===== config.mk =====
export PLATFORM = sky130hd
export DESIGN_NAME = run_queue_rr_fifo_scheduler_core
export DESIGN_NICKNAME = d
export VERILOG_FILES = /design/src/rtl/rrfs_pkg.sv /design/src/rtl/run_queue_rr_fifo_scheduler_core.sv /design/src/rtl/rrfs_slot_mem.sv
export SDC_FILE = /design/constraint.sdc
export NUM_CORES = 1
export LEC_CHECK = 0
export BUFFER_PORTS_ARGS = -buffer_cell sky130_fd_sc_hd__buf_2
export CORE_ASPECT_RATIO = 0.8
export CORE_MARGIN = 5
export CORE_UTILIZATION = 62
export DETAILED_ROUTE_END_ITERATION = 10
export GPL_TIMING_DRIVEN = 0
export PLACE_DENSITY_LB_ADDON = 0.05
export SLEW_MARGIN = 20
export SYNTH_ARGS = -nofsm -noshare
export SYNTH_HDL_FRONTEND = slang
export SYNTH_SLANG_ARGS = --single-unit

===== constraint.sdc =====
create_clock -name clock -period 4.8 [get_ports clock]
set_input_delay 0.96 -clock clock [delete_from_list [all_inputs] [get_ports clock]]
set_output_delay 0.96 -clock clock [all_outputs]
set_load 0.005 [all_outputs]

===== src/rtl/rrfs_pkg.sv =====
// ----------------------------------------------------------------------------
// rrfs_pkg
// Types, codes and helpers shared by the run queue scheduler and its checker.
// ----------------------------------------------------------------------------
package rrfs_pkg;

   // Thread id and configuration widths
   localparam int ID_W       = 8;
   localparam int FUNC_W     = 2;
   localparam int STATUS_W   = 3;
   localparam int CAP_W      = 5;
   localparam int CSR_IDX_W  = 1;
   localparam int CSR_DATA_W = 5;

   // Request kinds
   localparam logic [FUNC_W-1:0] FUNC_ENTER = 2'd0;
   localparam logic [FUNC_W-1:0] FUNC_LEAVE = 2'd1;
   localparam logic [FUNC_W-1:0] FUNC_NEXT  = 2'd2;

   // Result status codes
   localparam logic [STATUS_W-1:0] ST_OK      = 3'd0;
   localparam logic [STATUS_W-1:0] ST_FULL    = 3'd1;
   localparam logic [STATUS_W-1:0] ST_MISSING = 3'd2;
   localparam logic [STATUS_W-1:0] ST_EMPTY   = 3'd3;
   localparam logic [STATUS_W-1:0] ST_DUP     = 3'd4;

   // Configuration register indexes
   localparam logic [CSR_IDX_W-1:0] CSR_CAPACITY = 1'd0;
   localparam logic [CSR_IDX_W-1:0] CSR_RR_MODE  = 1'd1;

   // Configuration reset values
   localparam logic [CAP_W-1:0] CAP_RESET     = 5'd16;
   localparam logic             RR_MODE_RESET = 1'b1;

   typedef struct packed {
      logic [FUNC_W-1:0] func;
      logic [ID_W-1:0]   thread_id;
   } req_type;

   typedef struct packed {
      logic [STATUS_W-1:0] status;
      logic [ID_W-1:0]     selected_id;
   } rsp_type;

   // Build a result from status and selected id
   function automatic rsp_type mk_rsp(input logic [STATUS_W-1:0] status,
                                      input logic [ID_W-1:0] sel);
      rsp_type r;
      r.status      = status;
      r.selected_id = sel;
      return r;
   endfunction

endpackage


===== src/rtl/run_queue_rr_fifo_scheduler_core.sv =====
// ----------------------------------------------------------------------------
// run_queue_rr_fifo_scheduler_core
// Bounded run queue of thread ids with FIFO or round-robin worker pick.
// ----------------------------------------------------------------------------
//  channel   ports                           handshake
//  request   start, busy, req_item           taken when start && !busy
//  result    rsp_valid, rsp_item             one-cycle strobe, no back-pressure
//  config    csr_we, csr_index, csr_wdata    written when csr_we
//
//  One request at a time. The queue lives in a single-port-read slot memory,
//  so work is bounded by that port: a scan reads the queued ids one at a
//  time, closing a gap after position p reads and moves each later entry
//  down, and the head is read through the registered read port. Reset is
//  synchronous; no memory clearing pass is needed. Results cannot be stalled.
// ----------------------------------------------------------------------------
module run_queue_rr_fifo_scheduler_core #(
   parameter int QUEUE_DEPTH = 16
) (
   input  logic                                  clock,
   input  logic                                  reset,
   input  logic                                  start,
   output logic                                  busy,
   input  rrfs_pkg::req_type                     req_item,
   output logic                                  rsp_valid,
   output rrfs_pkg::rsp_type                     rsp_item,
   input  logic                                  csr_we,
   input  logic [rrfs_pkg::CSR_IDX_W-1:0]        csr_index,
   input  logic [rrfs_pkg::CSR_DATA_W-1:0]       csr_wdata
);

   import rrfs_pkg::*;

   localparam int AW = (QUEUE_DEPTH > 1) ? $clog2(QUEUE_DEPTH) : 1;
   localparam int CW = $clog2(QUEUE_DEPTH + 1);
   localparam int KW = (CW > CAP_W) ? CW : CAP_W;
   localparam logic [KW-1:0] DEPTH_K = KW'(QUEUE_DEPTH);

   typedef enum logic [2:0] {
      S_IDLE,
      S_SCAN,
      S_SHIFT,
      S_HEAD,
      S_HEAD_WAIT
   } state_type;

   state_type         state_ff, state_in;
   logic [FUNC_W-1:0] op_ff, op_in;
   logic [ID_W-1:0]   tgt_ff, tgt_in;
   logic [CW-1:0]     count_ff, count_in;
   logic [ID_W-1:0]   run_id_ff, run_id_in;
   logic              run_vld_ff, run_vld_in;
   logic [CAP_W-1:0]  cap_ff, cap_in;
   logic              rr_mode_ff, rr_mode_in;
   logic [CW-1:0]     issue_ff, issue_in;
   logic              rd_vld_ff, rd_vld_in;
   logic [AW-1:0]     rd_idx_ff, rd_idx_in;
   logic              rsp_valid_ff, rsp_valid_in;
   rsp_type           rsp_ff, rsp_in;

   logic              mem_we;
   logic [AW-1:0]     mem_waddr;
   logic [ID_W-1:0]   mem_wdata;
   logic              mem_re;
   logic [AW-1:0]     mem_raddr;
   logic [ID_W-1:0]   rd_data;

   logic              issue_more;
   logic              hit;
   logic              full;
   logic [KW-1:0]     count_k;
   logic [KW-1:0]     cap_nz;
   logic [CW-1:0]     last_idx;

   rrfs_slot_mem #(
      .DEPTH (QUEUE_DEPTH),
      .AW    (AW),
      .DW    (ID_W)
   ) u_slots (
      .clock   (clock),
      .wr_en   (mem_we),
      .wr_addr (mem_waddr),
      .wr_data (mem_wdata),
      .rd_en   (mem_re),
      .rd_addr (mem_raddr),
      .rd_data (rd_data)
   );

   // Queue status terms
   always_comb begin
      issue_more = (issue_ff < count_ff);
      hit        = rd_vld_ff && (rd_data == tgt_ff);
      count_k    = KW'(count_ff);
      cap_nz     = (cap_ff == '0) ? KW'(1) : KW'(cap_ff);
      full       = (count_k >= DEPTH_K) || (count_k >= cap_nz);
      last_idx   = count_ff - CW'(1);
   end

   // Next state: scan, compact, rotate and pick
   always_comb begin
      state_in     = state_ff;
      op_in        = op_ff;
      tgt_in       = tgt_ff;
      count_in     = count_ff;
      run_id_in    = run_id_ff;
      run_vld_in   = run_vld_ff;
      cap_in       = cap_ff;
      rr_mode_in   = rr_mode_ff;
      issue_in     = issue_ff;
      rd_vld_in    = 1'b0;
      rd_idx_in    = rd_idx_ff;
      rsp_valid_in = 1'b0;
      rsp_in       = rsp_ff;
      mem_we       = 1'b0;
      mem_waddr    = '0;
      mem_wdata    = '0;
      mem_re       = 1'b0;
      mem_raddr    = '0;

      // Take configuration writes
      if (csr_we) begin
         case (csr_index)
            CSR_CAPACITY: cap_in     = csr_wdata[CAP_W-1:0];
            CSR_RR_MODE:  rr_mode_in = csr_wdata[0];
            default: ;
         endcase
      end

      case (state_ff)
         S_IDLE: begin
            if (start) begin
               op_in    = req_item.func;
               tgt_in   = req_item.thread_id;
               issue_in = '0;
               case (req_item.func)
                  FUNC_ENTER, FUNC_LEAVE: begin
                     state_in = S_SCAN;
                  end
                  FUNC_NEXT: begin
                     if (count_ff == '0) begin
                        rsp_valid_in = 1'b1;
                        rsp_in       = mk_rsp(ST_EMPTY, '0);
                     end else if (rr_mode_ff && run_vld_ff && (count_ff > CW'(1))) begin
                        tgt_in   = run_id_ff;
                        state_in = S_SCAN;
                     end else begin
                        state_in = S_HEAD;
                     end
                  end
                  default: begin
                     rsp_valid_in = 1'b1;
                     rsp_in       = mk_rsp(ST_OK, '0);
                  end
               endcase
            end
         end

         S_SCAN: begin
            if (hit) begin
               // Found the id at rd_idx_ff
               if (op_ff == FUNC_ENTER) begin
                  rsp_valid_in = 1'b1;
                  rsp_in       = mk_rsp(ST_DUP, '0);
                  state_in     = S_IDLE;
               end else begin
                  issue_in = CW'(rd_idx_ff) + CW'(1);
                  state_in = S_SHIFT;
               end
            end else if (issue_more) begin
               // Advance the search one slot
               mem_re    = 1'b1;
               mem_raddr = issue_ff[AW-1:0];
               rd_vld_in = 1'b1;
               rd_idx_in = issue_ff[AW-1:0];
               issue_in  = issue_ff + CW'(1);
            end else begin
               // Search exhausted, id absent
               case (op_ff)
                  FUNC_ENTER: begin
                     rsp_valid_in = 1'b1;
                     state_in     = S_IDLE;
                     if (full) begin
                        rsp_in = mk_rsp(ST_FULL, '0);
                     end else begin
                        mem_we    = 1'b1;
                        mem_waddr = count_ff[AW-1:0];
                        mem_wdata = tgt_ff;
                        count_in  = count_ff + CW'(1);
                        rsp_in    = mk_rsp(ST_OK, '0);
                     end
                  end
                  FUNC_LEAVE: begin
                     rsp_valid_in = 1'b1;
                     rsp_in       = mk_rsp(ST_MISSING, '0);
                     state_in     = S_IDLE;
                  end
                  default: begin
                     state_in = S_HEAD;
                  end
               endcase
            end
         end

         S_SHIFT: begin
            // Move each later entry down one slot
            if (rd_vld_ff) begin
               mem_we    = 1'b1;
               mem_waddr = rd_idx_ff - AW'(1);
               mem_wdata = rd_data;
            end
            if (issue_more) begin
               mem_re    = 1'b1;
               mem_raddr = issue_ff[AW-1:0];
               rd_vld_in = 1'b1;
               rd_idx_in = issue_ff[AW-1:0];
               issue_in  = issue_ff + CW'(1);
            end else if (!rd_vld_ff) begin
               if (op_ff == FUNC_LEAVE) begin
                  count_in     = last_idx;
                  rsp_valid_in = 1'b1;
                  rsp_in       = mk_rsp(ST_OK, '0);
                  state_in     = S_IDLE;
               end else begin
                  // Append the rotated id at the tail
                  mem_we    = 1'b1;
                  mem_waddr = last_idx[AW-1:0];
                  mem_wdata = tgt_ff;
                  state_in  = S_HEAD;
               end
            end
         end

         S_HEAD: begin
            mem_re    = 1'b1;
            mem_raddr = '0;
            state_in  = S_HEAD_WAIT;
         end

         S_HEAD_WAIT: begin
            if (rr_mode_ff) begin
               run_id_in  = rd_data;
               run_vld_in = 1'b1;
            end
            rsp_valid_in = 1'b1;
            rsp_in       = mk_rsp(ST_OK, rd_data);
            state_in     = S_IDLE;
         end

         default: begin
            state_in = S_IDLE;
         end
      endcase
   end

   // Hold state and registered outputs
   always_ff @(posedge clock) begin
      op_ff     <= op_in;
      tgt_ff    <= tgt_in;
      issue_ff  <= issue_in;
      rd_idx_ff <= rd_idx_in;
      rsp_ff    <= rsp_in;
      if (reset) begin
         state_ff     <= S_IDLE;
         count_ff     <= '0;
         run_id_ff    <= '0;
         run_vld_ff   <= 1'b0;
         cap_ff       <= CAP_RESET;
         rr_mode_ff   <= RR_MODE_RESET;
         rd_vld_ff    <= 1'b0;
         rsp_valid_ff <= 1'b0;
      end else begin
         state_ff     <= state_in;
         count_ff     <= count_in;
         run_id_ff    <= run_id_in;
         run_vld_ff   <= run_vld_in;
         cap_ff       <= cap_in;
         rr_mode_ff   <= rr_mode_in;
         rd_vld_ff    <= rd_vld_in;
         rsp_valid_ff <= rsp_valid_in;
      end
   end

   assign busy      = (state_ff != S_IDLE);
   assign rsp_valid = rsp_valid_ff;
   assign rsp_item  = rsp_ff;

endmodule


===== src/rtl/rrfs_slot_mem.sv =====
// ----------------------------------------------------------------------------
// rrfs_slot_mem
// Queue slot storage: one write port, one read port with registered data.
// ----------------------------------------------------------------------------
module rrfs_slot_mem #(
   parameter int DEPTH = 16,
   parameter int AW    = 4,
   parameter int DW    = 8
) (
   input  logic          clock,
   input  logic          wr_en,
   input  logic [AW-1:0] wr_addr,
   input  logic [DW-1:0] wr_data,
   input  logic          rd_en,
   input  logic [AW-1:0] rd_addr,
   output logic [DW-1:0] rd_data
);

   logic [DW-1:0] slot_ff [DEPTH];
   logic [DW-1:0] rd_data_ff;

   // Write the slot, register the read data
   always_ff @(posedge clock) begin
      if (wr_en) begin
         slot_ff[wr_addr] <= wr_data;
      end
      if (rd_en) begin
         rd_data_ff <= slot_ff[rd_addr];
      end
   end

   assign rd_data = rd_data_ff;

endmodule


After elaboration in Yosys (flattened, before gate mapping)
Memory sizes are Yosys's and may differ from the RTL's. A register that Yosys moved wholly into a read port is not among the register bits.
Cells that the tools add are included.
Widths: inputs -> output; s select.
- register bits after elaboration: 55
- RAM bits: 128
- input bits: 20
- memories: 1
- add/subtract/negate cells: 5
- $lt $le $gt $ge: 4
- equality and inequality tests: 24
- mux-type cells: 91
- bitwise operators: 1
- reductions and logical operators: 24
- memories (name ; depth ; width ; rd ports ; clocked after Yosys merged registers in ; wr ports ; RTL line ; source):
    u_slots.slot_ff ; 16 ; 8 ; 1 ; 1 ; 1 ; rrfs_slot_mem.sv:19 ; logic [DW-1:0] slot_ff [DEPTH];
- operators with widths (kind ; number):
    $mux 11 ; 8
    $mux 8 ; 11
    $mux 5 ; 12
    $mux 4 ; 12
    $pmux 11 s2 ; 2
    $pmux 11 s4 ; 1
    $pmux 4 s2 ; 3
    $mux 1 ; 21
    $mux 3 ; 6
    $ne 2x2->1 const B ; 9
    $ne 3x3->1 const B ; 6
    $pmux 8 s2 ; 1
    $pmux 5 s3 ; 1
    $pmux 3 s4 ; 1
    $add 5x1->5 const B ; 2
    $logic_not 5->1 ; 2
    $pmux 5 s2 ; 1
    $reduce_and 10->1 ; 1
    $reduce_and 2->1 ; 5
    $mux 9 ; 1
    $eq 8x8->1 ; 1
    $mux 2 ; 4
    $reduce_and 8->1 ; 1
    $eq 3x2->1 const B ; 2
    other kinds (27) ; 35

Logic depth before layout (Yosys ltp)
Gate-level depths: netlist of run 1.
- word-level depth: 11
- depth in mapped cells: 18
- gate-level depth less buffers: 12

By module
Synthesis of run 1 repeated with hierarchy kept, for this count alone.
- cell total of the unflattened synthesis: 555
- area, all modules: 8410.6 sq um
- by module, submodules not included (module ; instances ; cells an instance ; area an instance (sq um) ; seq. area each (sq um)):
    rrfs_slot_mem ; 1 ; 229 ; 5227.5 ; 4083.9
    run_queue_rr_fifo_scheduler_core ; 1 ; 326 ; 3183.1 ; 1401.3

Least setup slack after synthesis of run 1
OpenSTA, ideal clock, no wires.
- path kind: reg-to-reg
- start point: register count_ff[2]
- end point: register u_slots.rd_data_ff[0], in the netlist u_slots.rd_data[0], read port of u_slots.slot_ff (data pin)
- setup time: 0.267 ns
- arrival time: 3.231 ns
- required time: 4.533 ns
- setup slack: 1.302 ns
- stages on the path, launching flop included: 19
- period minus slack after synthesis: 3.498 ns
- cell sequence: dfxtp_1 -> clkbuf_1 -> inv_1 -> ha_1 -> nand3_1 -> a21boi_0 -> or2_1 -> buf_2 -> inv_2 -> buf_2 -> ha_1 -> clkbuf_1 -> and3b_1 -> buf_2 -> nand2_4 -> buf_6 -> mux2_2 -> o211ai_1 -> nand4_1
- cells in the longest elaborated chain, start to end: 4
- elaborated cells on any way between the ends: 7
- those cells by class: order compare: 1; mux: 6
- ends and longest elaborated chain (element ; RTL line ; source):
    start, declared ; run_queue_rr_fifo_scheduler_core.sv:49 ; logic [CW-1:0] count_ff, count_in;
    start signal, assigned ; run_queue_rr_fifo_scheduler_core.sv:272 ; count_ff <= count_in;
    $lt 5x5->1 * ; run_queue_rr_fifo_scheduler_core.sv:90 ; issue_more = (issue_ff < count_ff);
    $mux 1 / $mux 4 (equally long branches) ; run_queue_rr_fifo_scheduler_core.sv:168, run_queue_rr_fifo_scheduler_core.sv:210 ;
    $mux 1 / $mux 4 (equally long branches) ; run_queue_rr_fifo_scheduler_core.sv:158 ; if (hit) begin
    $pmux 1 s3 / $pmux 4 s2 (equally long branches) ; run_queue_rr_fifo_scheduler_core.sv:128 ; case (state_ff)
    end, declared ; rrfs_slot_mem.sv:20 ; logic [DW-1:0] rd_data_ff;
Every way passes the cells marked *; elsewhere a longest branch is shown, timed or not.
A chain may end at the register's enable or synchronous reset.

Worst setup path after layout of run 1
- start point: register count_ff[2]
- end point: register u_slots.rd_data_ff[1], in the netlist u_slots.rd_data[1], read port of u_slots.slot_ff (data pin)
The elaborated chain is that of the path after synthesis.

==> results.toml, run 1 <==
[floorplan]
die_area_sq_um = 16600
start_util_pct = 63.8
row_count = 38
io_pins = 33
core_sq_um = 13700
die_h_um = 116
dieWidth_um = 143

[clocking]
tritoncts = "built"
cts_hold_buf = 0
worstSkewPairLatency_ps = 430
cts_sinks = 191
clk_path_buf_depth = 2
path_clk_slew_ps = 70
cts_buffers = 17
root_buffer = "clkbuf_16"
cts_max_level = 4

[routing]
via_per_inst = 6.18
dr.pass1.iters = 5
drc_errors = 0
antenna_left = 0
routed-via-count = 5671
drt-initial-drc-count = 583
postRouteWirelength_um = 19400
wire_per_inst_um = 21.1

[sta]
period_share_pct = 93.4
setup_ws_ps = 319
fin_tns_setup_ps = 0
min_period_ps = 4480
rsz0062_at_grt = "no"
final_hold_viol_count = 0
maxSlewViolCount = 0
max_slew_margin_pct = 40.1
worst_slew_pin_slew_ps = 895
setup_viol = 0
fmax_mhz = 223
skew_ps = 9.86

[power_and_ir_drop]
p_leak_nw = 3.28
p_clk_share_pct = 25.8
power_mw = 5.11
ir_drop_v = 0.000358
switching_share_pct = 35.1
internal_power_mw = 3.32
p_per_area_nw_per_um2 = 528
p_comb_share_pct = 30.7
p_switching_mw = 1.79
pwr-share-seq_pct = 43.5

[finish]
syn_to_final_growth_pct = 10.8
final_nets = 760
final_common_cell = "edfxtp_1"
n_antenna_cell = 0
mostFrequentLayoutCells = "edfxtp_1, nand2_1, nor2_1, buf_2, a21oi_1"
drive_above_1_share_pct = 18.5
fillers = 944

[logic_synthesis]
syn_inst = 674
synth_enable_flop_cells = 166
synth_fp_nets = 710
ys_ff_latch = 191
synthesis.area_sq_um = 8740
synth_ff_type = "edfxtp_1"
yosysSeqAreaShare_pct = 62.7
avgSynthCellArea_sq_um = 13.0
ys_types = 69
ys_async_sr_fraction_pct = 0
ys_warn_count = 0

[grt]
antenna_found_initial = 1
track_usage_pct = 24.3
grt_max_degree = 19
grt_overflow_total = 0
grt_pass1_wl_um = 29800
grt_pass1_vias = 5451

[hold_path]
hp-class = "register to register"

[worst_setup_path]
critPathLaunchType = "register"
crit_path_top_delay_cell = "clkbuf_1"
critPathCaptureType = "register"
timing.critical_path.cells = "clkbuf_1 -> inv_1 -> ha_1 -> nand3_1 -> a21boi_0 -> or2_1 -> buf_2 -> inv_2 -> buf_2 -> ha_1 -> clkbuf_1 -> and3b_1 -> buf_2 -> nand2_4 -> buf_6 -> mux2_2 -> o211ai_1 -> nand4_1"
path_class = "register to register"
path_max_fanout = 10
critPathArrivalTime_ps = 4620
cp_num_buf_inv = 8
crit_required_ps = 4940
crit_family = "buffers and inverters"
slowest_delay_ps = 420
path_common_cell = "buf_2"

[placement]
routabilityCongestion = 0.884
dp_slack_ps = 330
place_hpwl_um = 14000
io_buffers = 31

[outcome]
run_status = "completed"

[flow_run]
drv_cap = 0
registers in the layout (all words and copies together), names as in the netlist, 5 cells and up:
register	count
cap_ff	5
count_ff	5
issue_ff	5
rsp_item	11
run_id_ff	8
tgt_ff	8
u_slots.rd_data	8
u_slots.slot_ff	128
what timing repair did:
| action | in CTS | in global routing |
|---|---|---|
| setup buffers | 0 | 0 |
| setup endpoints to repair | 0 | 2 |
| resized for setup | 0 | 2 |
cell usage after synthesis (all sizes together), types with 4 or more instances:
cell type,number,area (sq um)
mux2,32,360
nor3b,5,52.6
inv,18,67.6
o21ai,27,143
xor2,8,70.1
a22o,8,70.1
mux2i,33,330
a21oi,35,179
nand4,12,75.1
a32oi,5,43.8
nor2,50,195
o211ai,20,150
ha,16,200
nand2,63,246
buf,17,114
dfxtp,25,500
nor4,4,46.3
edfxtp,166,4980
nor2b,5,31.3
nor3,7,51.3
or2,4,25.0
xnor2,12,105
clkbuf,16,60.1
nand3,29,150
and3,11,68.8
logic make-up after synthesis:
logic type,share of synthesized area [%]
AND/OR/NAND/NOR,12.5
flip-flops,62.7
buffers and inverters,2.76
AO/OA/AOI/OAI,9.76
adder cells (fa/ha/maj),2.29
XOR/XNOR,2.00
multiplexers,7.90
cell type report:
type	instances	area (sq um)	area share (%)
Multi-Input combinational cell	432	3020	31.2
Sequential cell	191	5490	56.6
Buffer	33	175	1.81
Clock buffer	18	429	4.43
Tap cell	180	225	2.32
Inverter	18	67.6	0.697
Timing Repair Buffer	31	155	1.60
Clock inverter	14	125	1.29
power by group through the flow:
stage	Sequential (mW)	Combinational [mW]	Clock (mW)
detailed placement	2.26	1.54	0
finish	2.22	1.57	1.32
global placement	2.25	1.49	0
CTS	2.22	1.55	1.33
global route	2.24	1.70	1.41
floorplan	2.21	1.09	0
worst register-to-register path: stages (launching register included):
cell and delay [ps]:
dfxtp_1 330, clkbuf_1 370, inv_1 130, ha_1 330, nand3_1 80, a21boi_0 100, or2_1 230, buf_2 190
inv_2 90, buf_2 250, ha_1 190, clkbuf_1 420, and3b_1 240, buf_2 230, nand2_4 120, buf_6 170
mux2_2 280, o211ai_1 270, nand4_1 180
per-stage QoR:
step / std cells / instance area (sq um) / hold WS [ps] / util, %
after CTS: 917 / 9690 / 461 / 70.7
after floorplan: 674 / 8740 / 432 / -
after detailed placement: 885 / 9130 / 451 / 66.7
final: 917 / 9690 / 457 / 70.7
after global placement: 885 / 9120 / 441 / 66.6
after global routing: 917 / 9690 / 485 / 70.7
per-layer routing:
| metal | global-route usage, % | part of all wire, % | wire [um] | vias to the layer above |
|---|---|---|---|---|
| met5 | 0 | 0 | 0 | - |
| met4 | 6.14 | 1.4 | 262 | 0 |
| met3 | 7.78 | 10 | 1930 | 24 |
| met2 | 37.0 | 45 | 8700 | 246 |
| met1 | 34.4 | 44 | 8490 | 2772 |
| li1 | - | - | - | 2629 |
path summary, 6_finish.rpt:
| kind | from | endpoint | slack (ps) | cells after the start |
|---|---|---|---|---|
| worst max register to register | count_ff[2] | u_slots.rd_data[1] | 320 | 18 |
| worst max-delay path | count_ff[2] | u_slots.rd_data[1] | 320 | 18 |
| worst min register to register | run_id_ff[6] | run_id_ff[6] | 460 | 2 |
| worst min-delay path | run_id_ff[6] | run_id_ff[6] | 460 | 2 |
Power figures use the tool's default switching activity.
==> run 2, diff against run 1 <==
--- a/config.mk
+++ b/config.mk
@@ -8,10 +8,11 @@
 export BUFFER_PORTS_ARGS = -buffer_cell sky130_fd_sc_hd__buf_2
 export CORE_ASPECT_RATIO = 0.8
 export CORE_MARGIN = 5
-export CORE_UTILIZATION = 62
+export CORE_UTILIZATION = 45
 export DETAILED_ROUTE_END_ITERATION = 10
 export GPL_TIMING_DRIVEN = 0
 export PLACE_DENSITY_LB_ADDON = 0.05
+export RECOVER_POWER = 25
 export SLEW_MARGIN = 20
 export SYNTH_ARGS = -nofsm -noshare
 export SYNTH_HDL_FRONTEND = slang
==> run 2 against run 1 <==
Against the previous run: via count fell by 2.6%; total power increased by 0.59%; clock skew is 5.6 ps higher; worst hold slack improved by 6.3 ps; critical path depth shrank 1; critical path type unchanged; sequential power hardly changed; sequential share of layout area down 0.40 points; critical endpoint is now u_slots.rd_data[6].
==> results.toml, run 2 (synthesis results as in run 1) <==
[clocking]
cts_buffers = 17
tritoncts = "built"
cts_sinks = 191
clk_path_buf_depth = 2
cts_hold_buf = 0
worstSkewPairLatency_ps = 430
path_clk_slew_ps = 70
root_buffer = "clkbuf_16"
cts_max_level = 4

[routing]
antenna_left = 0
drc_errors = 0
wire_per_inst_um = 20.5
postRouteWirelength_um = 20400
drt-initial-drc-count = 488
routed-via-count = 5524
dr.pass1.iters = 5
via_per_inst = 5.56

[sta]
final_hold_viol_count = 0
min_period_ps = 4430
fin_tns_setup_ps = 0
period_share_pct = 92.3
setup_viol = 0
maxSlewViolCount = 0
fmax_mhz = 226
holdWs_ps = 463
max_slew_margin_pct = 39.9
worst_slew_pin_slew_ps = 898
skew_ps = 15.4
rsz0062_at_grt = "no"

[hold_path]
worstHoldStart = "run_id_ff[3]"
worstHoldPathCells = 2
hp-class = "register to register"

[worst_setup_path]
critPathCaptureType = "register"
critPathArrivalTime_ps = 4570
path_class = "register to register"
r2r-start = "count_ff[2]"
crit_required_ps = 4940
critPathLaunchType = "register"
reg2reg_depth = 17
path_max_fanout = 10
crit_start = "count_ff[2]"

[finish]
n_antenna_cell = 0
multiInputGateArea_sq_um = 3000
largest_reg_flops = 128
syn_to_final_growth_pct = 11.6
fin_area_sq_um = 9760
seqCellArea_sq_um = 5490
fillers = 1711
final_nets = 759
mostFrequentLayoutCells = "edfxtp_1, nand2_1, nor2_1, a21oi_1, mux2i_1"
final_common_cell = "edfxtp_1"
drive_above_1_share_pct = 16.0
regMostFlops = "u_slots.slot_ff"

[power_and_ir_drop]
internal_power_mw = 3.36
p_per_area_nw_per_um2 = 527
ir_drop_v = 0.000257
p_switching_mw = 1.78
p_leak_nw = 3.26
p_clk_share_pct = 26.5
p_comb_share_pct = 30.2
switching_share_pct = 34.7
pwr-share-seq_pct = 43.3

[placement]
placed_cell_area_sq_um = 9230
place_hpwl_um = 15100
io_buffers = 31
routabilityCongestion = 0.844

[flow_run]
drv_cap = 0

[grt]
grt_overflow_total = 0
grt_pass1_vias = 5357
grt_pass1_wl_um = 31300
track_usage_pct = 18.7
grt_max_degree = 18
antenna_found_initial = 0

[floorplan]
start_util_pct = 45.9
io_pins = 33
die_area_sq_um = 22300
row_count = 45
dieWidth_um = 166
die_h_um = 135
core_sq_um = 19000

[outcome]
run_status = "completed"
==> run 2: cell count changes in the layout (fill, tap and decap cells not counted), moves of 2 or more <==
cell	previous run	this run
buf_2	41	32
buf_4	4	2
clkbuf_1	16	28
clkbuf_16	17	19
clkinvlp_4	3	0
inv_1	16	18
inv_2	2	0
inv_6	6	4
==> run 2: final timing paths <==
| path | endpoint | slack, ps |
|---|---|---|
| setup reg to reg | u_slots.rd_data[6] | 370 |
| setup / recovery | u_slots.rd_data[6] | 370 |
| hold / removal | run_id_ff[3] | 460 |
| hold reg to reg | run_id_ff[3] | 460 |
==> run 2: layer usage <==
metal	share of wire [%]	GRT usage, %	vias to the layer above
met5	0	0	-
met4	0.96	5.22	0
met3	4.6	3.89	14
met2	44	27.9	107
met1	50	28.0	2770
li1	-	-	2633
==> run 2: what timing repair did <==
| action | in CTS | in global routing |
|---|---|---|
| setup buffers | 0 | 0 |
| resized for setup | 0 | 2 |
| endpoints found under the setup margin | 0 | 7 |
==> run 2: area by class of cell <==
cell class / instances / share of cell area, %
well taps: 258 / 3.31
plain buffers: 32 / 1.68
flip-flops and latches: 191 / 56.2
clock buffers: 22 / 4.99
inverters: 18 / 0.693
multi-input cells: 432 / 30.7
clock inverters: 10 / 0.885
repair buffers: 31 / 1.47
==> run 2: critical path: stages (launching register included) <==
cell and delay, ps:
dfxtp_1 330, clkbuf_1 310, inv_1 130, ha_1 330, nand3_1 80, a21boi_0 100
or2_1 230, buf_2 190, inv_1 90, buf_2 270, ha_1 540, and3b_1 240
buf_2 230, nand2_4 110, buf_6 170, mux2_2 270, o21ai_0 300, nand4_1 180
==> run 2: power by group through the flow <==
stage	Sequential, mW	Clock [mW]	Combinational, mW
finish	2.23	1.36	1.55
global route	2.25	1.46	1.70
CTS	2.23	1.39	1.58
detailed placement	2.26	0	1.57
global placement	2.26	0	1.55
floorplan	2.21	0	1.09
==> run 2: stage by stage <==
step                setup slack, ps  power [mW]  util (%)  instances
detailed placement              231        3.84      48.5        963
floorplan                      1300        3.30         -        674
global placement                210        3.81      48.4        963
global route                   89.6        5.41      51.3        994
CTS                             195        5.20      51.5        995
finish                          371        5.14      51.3        994
